===== src/design/ogr_pkg.sv =====
// ----------------------------------------------------------------------------
// ogr_pkg
// Shared types and constants for the occupancy grid rectangle engine.
// ----------------------------------------------------------------------------
package ogr_pkg;

    // Command field widths
    localparam int MODE_W  = 3;
    localparam int POS_W   = 6;
    localparam int SIZE_W  = 7;
    localparam int CODE_W  = 2;

    // Command modes
    localparam logic [MODE_W-1:0] MODE_TEST       = 3'd0;
    localparam logic [MODE_W-1:0] MODE_TEST_GROWN = 3'd1;
    localparam logic [MODE_W-1:0] MODE_FILL       = 3'd2;
    localparam logic [MODE_W-1:0] MODE_FILL_FRAME = 3'd3;
    localparam logic [MODE_W-1:0] MODE_CLEAR      = 3'd4;
    localparam logic [MODE_W-1:0] MODE_CLEAR_EDGE = 3'd5;
    localparam logic [MODE_W-1:0] MODE_READ       = 3'd6;

    // Cell codes
    localparam logic [CODE_W-1:0] CELL_EMPTY    = 2'd0;
    localparam logic [CODE_W-1:0] CELL_OCCUPIED = 2'd1;
    localparam logic [CODE_W-1:0] CELL_BORDER   = 2'd2;

    // Configuration registers
    localparam int               CFG_REG_W       = 7;
    localparam int               APB_ADDR_W      = 3;
    localparam int               APB_DATA_W      = 32;
    localparam logic             REG_GRID_WIDTH  = 1'b0;
    localparam logic             REG_GRID_HEIGHT = 1'b1;
    localparam logic [CFG_REG_W-1:0] GRID_RESET  = 7'd64;

    // Effective grid size holds up to 511
    localparam int GRID_W  = 9;
    // Signed coordinates reach from -1 up to grid bounds plus rectangle extent
    localparam int COORD_W = 10;

    typedef logic signed [COORD_W-1:0] t_coord;

    typedef struct packed {
        logic [GRID_W-1:0] width;
        logic [GRID_W-1:0] height;
    } t_grid_cfg;

    typedef enum logic [1:0] {
        ST_IDLE,
        ST_SETUP,
        ST_WALK,
        ST_DONE
    } t_state;

endpackage


===== src/design/ogr_cfg.sv =====
// ----------------------------------------------------------------------------
// ogr_cfg
// APB register block for grid size, with clamping to the supported range.
// ----------------------------------------------------------------------------
module ogr_cfg #(
    parameter int MAX_COLUMNS = 64,
    parameter int MAX_ROWS    = 64
) (
    input  logic                              i_clk,
    input  logic                              i_rst_n,
    input  logic                              psel,
    input  logic                              penable,
    input  logic                              pwrite,
    input  logic [ogr_pkg::APB_ADDR_W-1:0]    paddr,
    input  logic [ogr_pkg::APB_DATA_W-1:0]    pwdata,
    output logic [ogr_pkg::APB_DATA_W-1:0]    prdata,
    output logic                              pready,
    output ogr_pkg::t_grid_cfg                o_grid
);
    import ogr_pkg::*;

    logic [CFG_REG_W-1:0] r_grid_width;
    logic [CFG_REG_W-1:0] r_grid_height;
    logic                 wr_access;
    logic [GRID_W-1:0]    width_ext;
    logic [GRID_W-1:0]    height_ext;

    assign pready    = 1'b1;
    assign wr_access = psel && penable && pwrite && pready;

    always_ff @(posedge i_clk) begin
        if (!i_rst_n) begin
            r_grid_width  <= GRID_RESET;
            r_grid_height <= GRID_RESET;
        end else if (wr_access) begin
            case (paddr[2])
                REG_GRID_WIDTH:  r_grid_width  <= pwdata[CFG_REG_W-1:0];
                REG_GRID_HEIGHT: r_grid_height <= pwdata[CFG_REG_W-1:0];
                default: ;
            endcase
        end
    end

    always_comb begin
        case (paddr[2])
            REG_GRID_WIDTH:  prdata = APB_DATA_W'(r_grid_width);
            REG_GRID_HEIGHT: prdata = APB_DATA_W'(r_grid_height);
            default:         prdata = '0;
        endcase
    end

    // zero acts as one, anything beyond the store acts as the store size
    assign width_ext  = GRID_W'(r_grid_width);
    assign height_ext = GRID_W'(r_grid_height);

    always_comb begin
        if (width_ext == '0)
            o_grid.width = GRID_W'(1);
        else if (width_ext > GRID_W'(MAX_COLUMNS))
            o_grid.width = GRID_W'(MAX_COLUMNS);
        else
            o_grid.width = width_ext;

        if (height_ext == '0)
            o_grid.height = GRID_W'(1);
        else if (height_ext > GRID_W'(MAX_ROWS))
            o_grid.height = GRID_W'(MAX_ROWS);
        else
            o_grid.height = height_ext;
    end

endmodule


===== config.mk =====
export PLATFORM = sky130hd
export DESIGN_NAME = ogr_cfg
export DESIGN_NICKNAME = d
export VERILOG_FILES = /design/src/design/ogr_pkg.sv /design/src/design/ogr_cfg.sv
export SDC_FILE = /design/constraint.sdc
export NUM_CORES = 1
export LEC_CHECK = 0
export ABC_CLOCK_PERIOD_IN_PS = 1250
export BUFFER_PORTS_ARGS = -buffer_cell sky130_fd_sc_hd__buf_2
export CORE_MARGIN = 10
export CORE_UTILIZATION = 25
export CTS_CLUSTER_SIZE = 40
export DETAILED_ROUTE_END_ITERATION = 12
export GPL_ROUTABILITY_DRIVEN = 0
export MAX_ROUTING_LAYER = met4
export PLACE_DENSITY = 0.61
export SLEW_MARGIN = 20
export SYNTH_ARGS = -nofsm -noshare
export SYNTH_HDL_FRONTEND = slang
export SYNTH_SLANG_ARGS = --single-unit

===== constraint.sdc =====
create_clock -name i_clk -period 1.25 [get_ports i_clk]
set_clock_uncertainty 0.1 [all_clocks]
set_input_delay 0.0625 -clock i_clk [delete_from_list [all_inputs] [get_ports i_clk]]
set_output_delay 0.0625 -clock i_clk [all_outputs]
set_load 0.005 [all_outputs]

======== Yosys cells after proc, flatten, opt, wreduce, memory -nomap -nowiden ========
Cells that the tools add are included.
operators by class
  $lt $le $gt $ge ......................... 2
  muxes and demuxes ....................... 5
  bitwise logic cells ..................... 1
  reductions and logical operators ........ 6
operators with widths
  kind                                                   count
  one-hot mux 32 bit (2 select lines)                    1
  two-way mux 7 bit                                      4
  logical NOT 9 bit                                      2
  greater-than comparator 7 bit (second input constant)  2
  AND reduction 2 bit                                    2
  logical AND 1 bit                                      2
  NOT 1 bit                                              1
word-level totals
  flip-flop bits (word level) ............. 14
  input bits .............................. 40
  output and inout port bits .............. 51
  logic and storage cells ................. 16

======== Longest topological paths before layout ========
Gate-level depths: netlist (run 1).
  depth in word-level cells ............... 3
  depth in mapped cells ................... 4
  mapped depth without buffers ............ 2

======== Least setup slack after synthesis (run 1) ========
Ideal clock, no wire load.
  path kind ............................... register to output
  start point ............................. register r_grid_width[1]
  end point ............................... output o_grid[9] (netlist bit)
  data arrival time ....................... 0.896 ns
  required time ........................... 1.087 ns
  slack ................................... 0.192 ns
  cell stages (with the launch flop) ...... 3
  buffers on the path ..................... 0
  cell sequence ........................... dfxtp_1 or3_1 o41ai_2
RTL lines
  element                 line           source
  start, declared         ogr_cfg.sv:22  logic [CFG_REG_W-1:0] r_grid_width;
  start signal, assigned  ogr_cfg.sv:37  REG_GRID_WIDTH: r_grid_width <= pwdata[CFG_REG_W-1:0];
  end, declared           ogr_cfg.sv:18  output ogr_pkg::t_grid_cfg o_grid

==> results.py, run 1 <==
metrics = {
    "run_status": {
        "outcome": "finished with violations",
        "violations": "negative setup slack",
    },
    "global_route": {
        "grt_max_degree": 22,
        "grt_overflow": 0,
        "antenna_found_initial": 0,
        "grt_pass1_wl_um": 4280,
        "grtUsageTotal_pct": 7.50,
        "grt_pass1_vias": 880,
    },
    "yosys": {
        "syn_avg_cell_area_um2": 9.04,
        "synth_top_area_share_pct": 27.7,
        "synthCells": 112,
        "yosys_warnings": 0,
        "ys_top_cells_by_area": "dfxtp_1 (28%), buf_4 (22%), mux2i_1 (14%)",
        "yosysSeqAreaShare_pct": 27.7,
        "ys_ff_latch": 14,
        "syn-cell-area_um2": 1010,
        "synth_top_cell_by_area": "dfxtp_1",
        "ys_types": 14,
    },
    "setup_path": {
        "crit_path_end_kind": "primary output",
        "worstPathRequired_ns": 1.09,
        "worst_setup_path_start_kind": "flop",
        "path_class": "reg2out",
        "cp_max_fo": 2,
        "crit_arrival_ns": 1.32,
    },
    "floorplanning": {
        "std_cell_rows": 23,
        "dieArea_um2": 6990,
        "pin_count": 91,
        "die_h_um": 83.6,
        "initial_utilization_pct": 25.5,
        "dieWidth_um": 83.6,
        "core_um2": 3970,
    },
    "route": {
        "drtIter0Drc": 42,
        "met3_length_um": 324,
        "dr_total_vias": 753,
        "top_layer": "met4",
        "drc": 0,
        "dr.pass1.iters": 4,
        "avgViaCountPerCell": 3.75,
        "met2_length_um": 1180,
        "drt-met1-wl_um": 1090,
        "avgRoutedWirePerCell_um": 13.1,
        "wl_um": 2640,
        "drt.antenna.violating_nets": 0,
    },
    "sta": {
        "grt_setup_unrepaired": "true",
        "fin_crit_sh_pct": 119,
        "drv_slew": 0,
        "max_freq_mhz": 674,
        "fin_crit_ns": 1.48,
        "final_hold_viol_count": 0,
        "fin_ws_ns": -0.234,
        "holdWs_ns": 0.00232,
        "setup_viol": 2,
    },
    "layout": {
        "nFillCells": 427,
        "area_growth_pct": 24.8,
        "nets": 193,
        "ff_latch_area_um2": 285,
        "drive_above_1_share_pct": 38.4,
        "layout_commonest_cell": "buf_2",
        "multi_input_comb_area_um2": 598,
        "mostFrequentLayoutCells": "buf_2 (31), conb_1 (30), nand2_1 (18)",
        "diodes": 0,
        "fin_cells": 201,
    },
    "power_and_ir_drop": {
        "irDropWorstVdd_mv": 0.234,
        "intPower_mw": 0.738,
        "combPwrFrac_pct": 15.0,
        "pwr-share-clk_pct": 36.7,
        "p_sw_share_pct": 24.0,
        "p_seq_share_pct": 48.3,
        "power_switching_mw": 0.233,
        "powerDensity_nw_per_um2": 768,
        "p_leak_nw": 0.699,
    },
    "cts": {
        "cts_made_buffers": 3,
        "h-tree-depth": 1,
        "cts.sinks": 14,
        "clockBufferDepth": 2,
        "cts_root_buffer": "clkbuf_8",
        "clk_pin_slew_ns": 0.05,
        "cts_tree": "done",
        "clk_latency_ns": 0.24,
    },
    "placed_design": {
        "port_buffers": 33,
        "hpwl_um": 2110,
        "dp.cells": 193,
        "place_ws_ns": -0.00134,
    },
    "run": {
        "drv_cap": 0,
    },
    "min_path": {
        "min_path_type": "in2reg",
    },
}
[layout make-up]
cell class | instances | area share (%)
clock buffers | 3 | 3.27
repair buffers | 44 | 21.9
flip-flops and latches | 14 | 22.6
well taps | 50 | 4.95
multi-input cells | 90 | 47.3
[power groups by stage]
stage          logic, mW  registers (mW)  clock network [mW]
2_1_floorplan      0.149           0.474                   0
3_3_place_gp       0.123           0.476                   0
3_5_place_dp       0.123           0.477                   0
6_report           0.146           0.469               0.356
4_1_cts            0.136           0.468               0.370
5_1_grt            0.165           0.470               0.390
[Yosys cell counts]
library cell,n
mux2_2,7
or3_1,2
buf_4,30
nand2_1,18
clkbuf_1,4
mux2i_1,14
o41ai_2,2
dfxtp_1,14
nand2b_1,2
nor2b_1,13
nand4b_4,1
buf_6,2
nand4_2,1
conb_1,2
[what timing repair did]
item,4_1_cts,5_1_grt
hold buffers,5,0
endpoints found under the hold margin,8,0
setup buffers,0,1
endpoints found under the setup margin,3,5
gates resized for setup,2,9
pin swaps,0,0
[worst max-delay path, stage by stage (launching register included)]
cell     delay (ns)
dfxtp_1        0.30
or3_1          0.38
o41ai_2        0.23
buf_2          0.17
[state kept, by name, summed over array words and instances, names as in the netlist]
signal and cells:
r_grid_width 7, r_grid_height 7
[layer usage]
metal | up-vias | GRT usage [%]
li1 | 384 | -
met2 | 44 | 11.8
met4 | 0 | 3.65
met1 | 321 | 7.55
met5 | - | -
met3 | 4 | 3.91
[final timing paths]
| path | start | end | slack [ns] | depth (start not counted) |
|---|---|---|---|---|
| worst min register to register | r_grid_width[0]$_SDFFE_PN0P_ | r_grid_width[0]$_SDFFE_PN0P_ | 0.38 | 2 |
| worst max register to register | r_grid_height[6]$_SDFFE_PN1P_ | r_grid_height[6]$_SDFFE_PN1P_ | 0.42 | 2 |
| worst max-delay path | r_grid_width[1]$_SDFFE_PN0P_ | o_grid[9] | -0.23 | 3 |
| worst min-delay path | pwdata[3] | r_grid_height[3]$_SDFFE_PN0P_ | 0.002 | 3 |
[metrics by stage]
step | power (mW) | util [%] | setup TNS [ns] | area, um2
global placement | 0.599 | 28.4 | -0.00727 | 1130
CTS | 0.973 | 30.7 | -0.524 | 1220
finish | 0.971 | 31.8 | -0.453 | 1260
detailed placement | 0.600 | 28.4 | -0.00134 | 1130
global route | 1.03 | 31.8 | -0.557 | 1260
floorplan | 0.623 | - | 0 | 1120
[cell families after synthesis]
logic type	synth area share (%)
multiplexers	21.6
AND/OR/NAND/NOR	20.8
AO/OA/AOI/OAI	3.21
flip-flops	27.7
buffers and inverters	26.0
other	0.742
Power figures use the tool's default switching activity.
==> run 2, diff against run 1 <==
ABC_CLOCK_PERIOD_IN_PS = 1200   (was 1250)
PLACE_DENSITY = 0.64   (was 0.61)
clock period = 1.2 ns   (was 1.25 ns; I/O delays follow)
==> run 2 against run 1 <==
Effect of this change:
- global-route usage up 0.15 points
- critical endpoint is now o_grid[0]
- non-clock buffer count rose by 6
- the flow still finishes with violations (negative setup slack)
- via count up 6.6%
==> results.py, run 2 (synthesis gave the netlist of run 1 again) <==
metrics = {
    "run_status": {
        "outcome": "finished with violations",
        "violations": "negative setup slack",
    },
    "cts": {
        "cts_made_buffers": 3,
        "cts_tree": "done",
        "h-tree-depth": 1,
        "cts.sinks": 14,
        "clk_pin_slew_ns": 0.05,
        "clk_latency_ns": 0.24,
        "clockBufferDepth": 2,
        "cts_root_buffer": "clkbuf_8",
    },
    "layout": {
        "mostFrequentLayoutCells": "conb_1 (30), buf_2 (28), nand2_1 (18)",
        "final_util_pct": 34.2,
        "largestRegisters": "r_grid_height (7), r_grid_width (7)",
        "drive_above_1_share_pct": 43.9,
        "ff_latch_area_um2": 293,
        "diodes": 0,
        "area_growth_pct": 34.2,
        "multi_input_comb_area_um2": 606,
        "layout_commonest_cell": "conb_1",
        "fin_area_um2": 1360,
        "fin_cells": 207,
        "nets": 199,
        "nFillCells": 417,
    },
    "setup_path": {
        "crit_path_end_kind": "primary output",
        "slowest_stage": "or3_4",
        "slowest_delay_ns": 0.38,
        "worst_setup_path_start_kind": "flop",
        "cp_max_fo": 2,
        "path_cells": "or3_4, o41ai_2, buf_2",
        "worstPathRequired_ns": 1.04,
        "crit_arrival_ns": 1.33,
        "path_class": "reg2out",
    },
    "run": {
        "drv_cap": 0,
    },
    "sta": {
        "fin_crit_ns": 1.49,
        "drv_slew": 0,
        "holdWs_ns": 0.0983,
        "fin_setup_tns_ns": -0.661,
        "final_hold_viol_count": 0,
        "grt_setup_unrepaired": "true",
        "fin_crit_sh_pct": 124,
        "max_freq_mhz": 673,
        "setup_viol": 5,
        "fin_ws_ns": -0.286,
    },
    "placed_design": {
        "port_buffers": 33,
        "hpwl_um": 2090,
        "place_ws_ns": -0.0318,
        "dp.cells": 196,
        "placed_cell_area_um2": 1150,
    },
    "route": {
        "avgViaCountPerCell": 3.88,
        "wl_um": 2760,
        "drc": 0,
        "avgRoutedWirePerCell_um": 13.3,
        "met2_length_um": 1370,
        "drtIter0Drc": 38,
        "met3_length_um": 171,
        "top_layer": "met4",
        "dr_total_vias": 803,
        "dr.pass1.iters": 4,
        "drt.antenna.violating_nets": 0,
        "drt-met1-wl_um": 1180,
    },
    "global_route": {
        "grtUsageTotal_pct": 7.65,
        "grt_overflow": 0,
        "grt_max_degree": 17,
        "grt_pass1_vias": 931,
        "antenna_found_initial": 0,
        "grt_pass1_wl_um": 4420,
    },
    "power_and_ir_drop": {
        "total_power_mw": 1.03,
        "powerDensity_nw_per_um2": 761,
        "irDropWorstVdd_mv": 0.333,
        "p_leak_nw": 0.738,
    },
    "floorplanning": {
        "die_h_um": 83.6,
        "core_um2": 3970,
        "initial_utilization_pct": 25.5,
        "std_cell_rows": 23,
        "pin_count": 91,
        "dieArea_um2": 6990,
        "dieWidth_um": 83.6,
    },
    "min_path": {
        "min_path_type": "in2reg",
    },
}
run 2: cell types whose count changed in the layout (fill, tap and decap cells not counted), sizes merged:
cell         before  now
dlygate4sd3       5    7
buf              39   43
run 2: final timing paths:
kind                            cells after the start  slack (ns)                            to                     startpoint
worst min-delay path                                3         0.1  r_grid_width[3]$_SDFFE_PN0P_                        i_rst_n
worst max-delay path                                3       -0.29                     o_grid[0]  r_grid_height[1]$_SDFFE_PN0P_
worst min register to register                      2        0.38  r_grid_width[0]$_SDFFE_PN0P_   r_grid_width[0]$_SDFFE_PN0P_
worst max register to register                      4        0.33  r_grid_width[3]$_SDFFE_PN0P_   r_grid_width[3]$_SDFFE_PN0P_
run 2: final cells by class:
| class | count | area share [%] |
|---|---|---|
| tap | 50 | 4.60 |
| clock buffer | 3 | 3.04 |
| timing repair buffer | 50 | 26.2 |
| multi-input combinational | 90 | 44.6 |
| sequential | 14 | 21.5 |
run 2: worst max-delay path, delay by kind of cell, from the launching register on:
| family | cells | cell delay [ns] |
|---|---|---|
| simple gates | 1 | 0.38 |
| flops | 1 | 0.32 |
| compound gates | 1 | 0.22 |
| buf+inv | 1 | 0.17 |
run 2: per-layer routing:
layer | vias up | global-route usage (%)
li1 | 397 | -
met3 | 4 | 1.95
met1 | 359 | 8.23
met2 | 43 | 12.6
met5 | - | -
met4 | 0 | 4.11
run 2: report_power, final:
group	internal (mW)	total (mW)	leakage, nW	switching, mW
clock	0.222	0.377	0.0216	0.156
sequential	0.475	0.487	0.116	0.0117
combinational	0.0845	0.171	0.600	0.0862
total	0.781	1.03	0.738	0.253
run 2: timing repair:
action	4_1_cts	5_1_grt
hold buffers	7	0
setup endpoints to repair	11	9
resized for setup	14	13
endpoints found under the hold margin	13	0
setup buffers	1	2
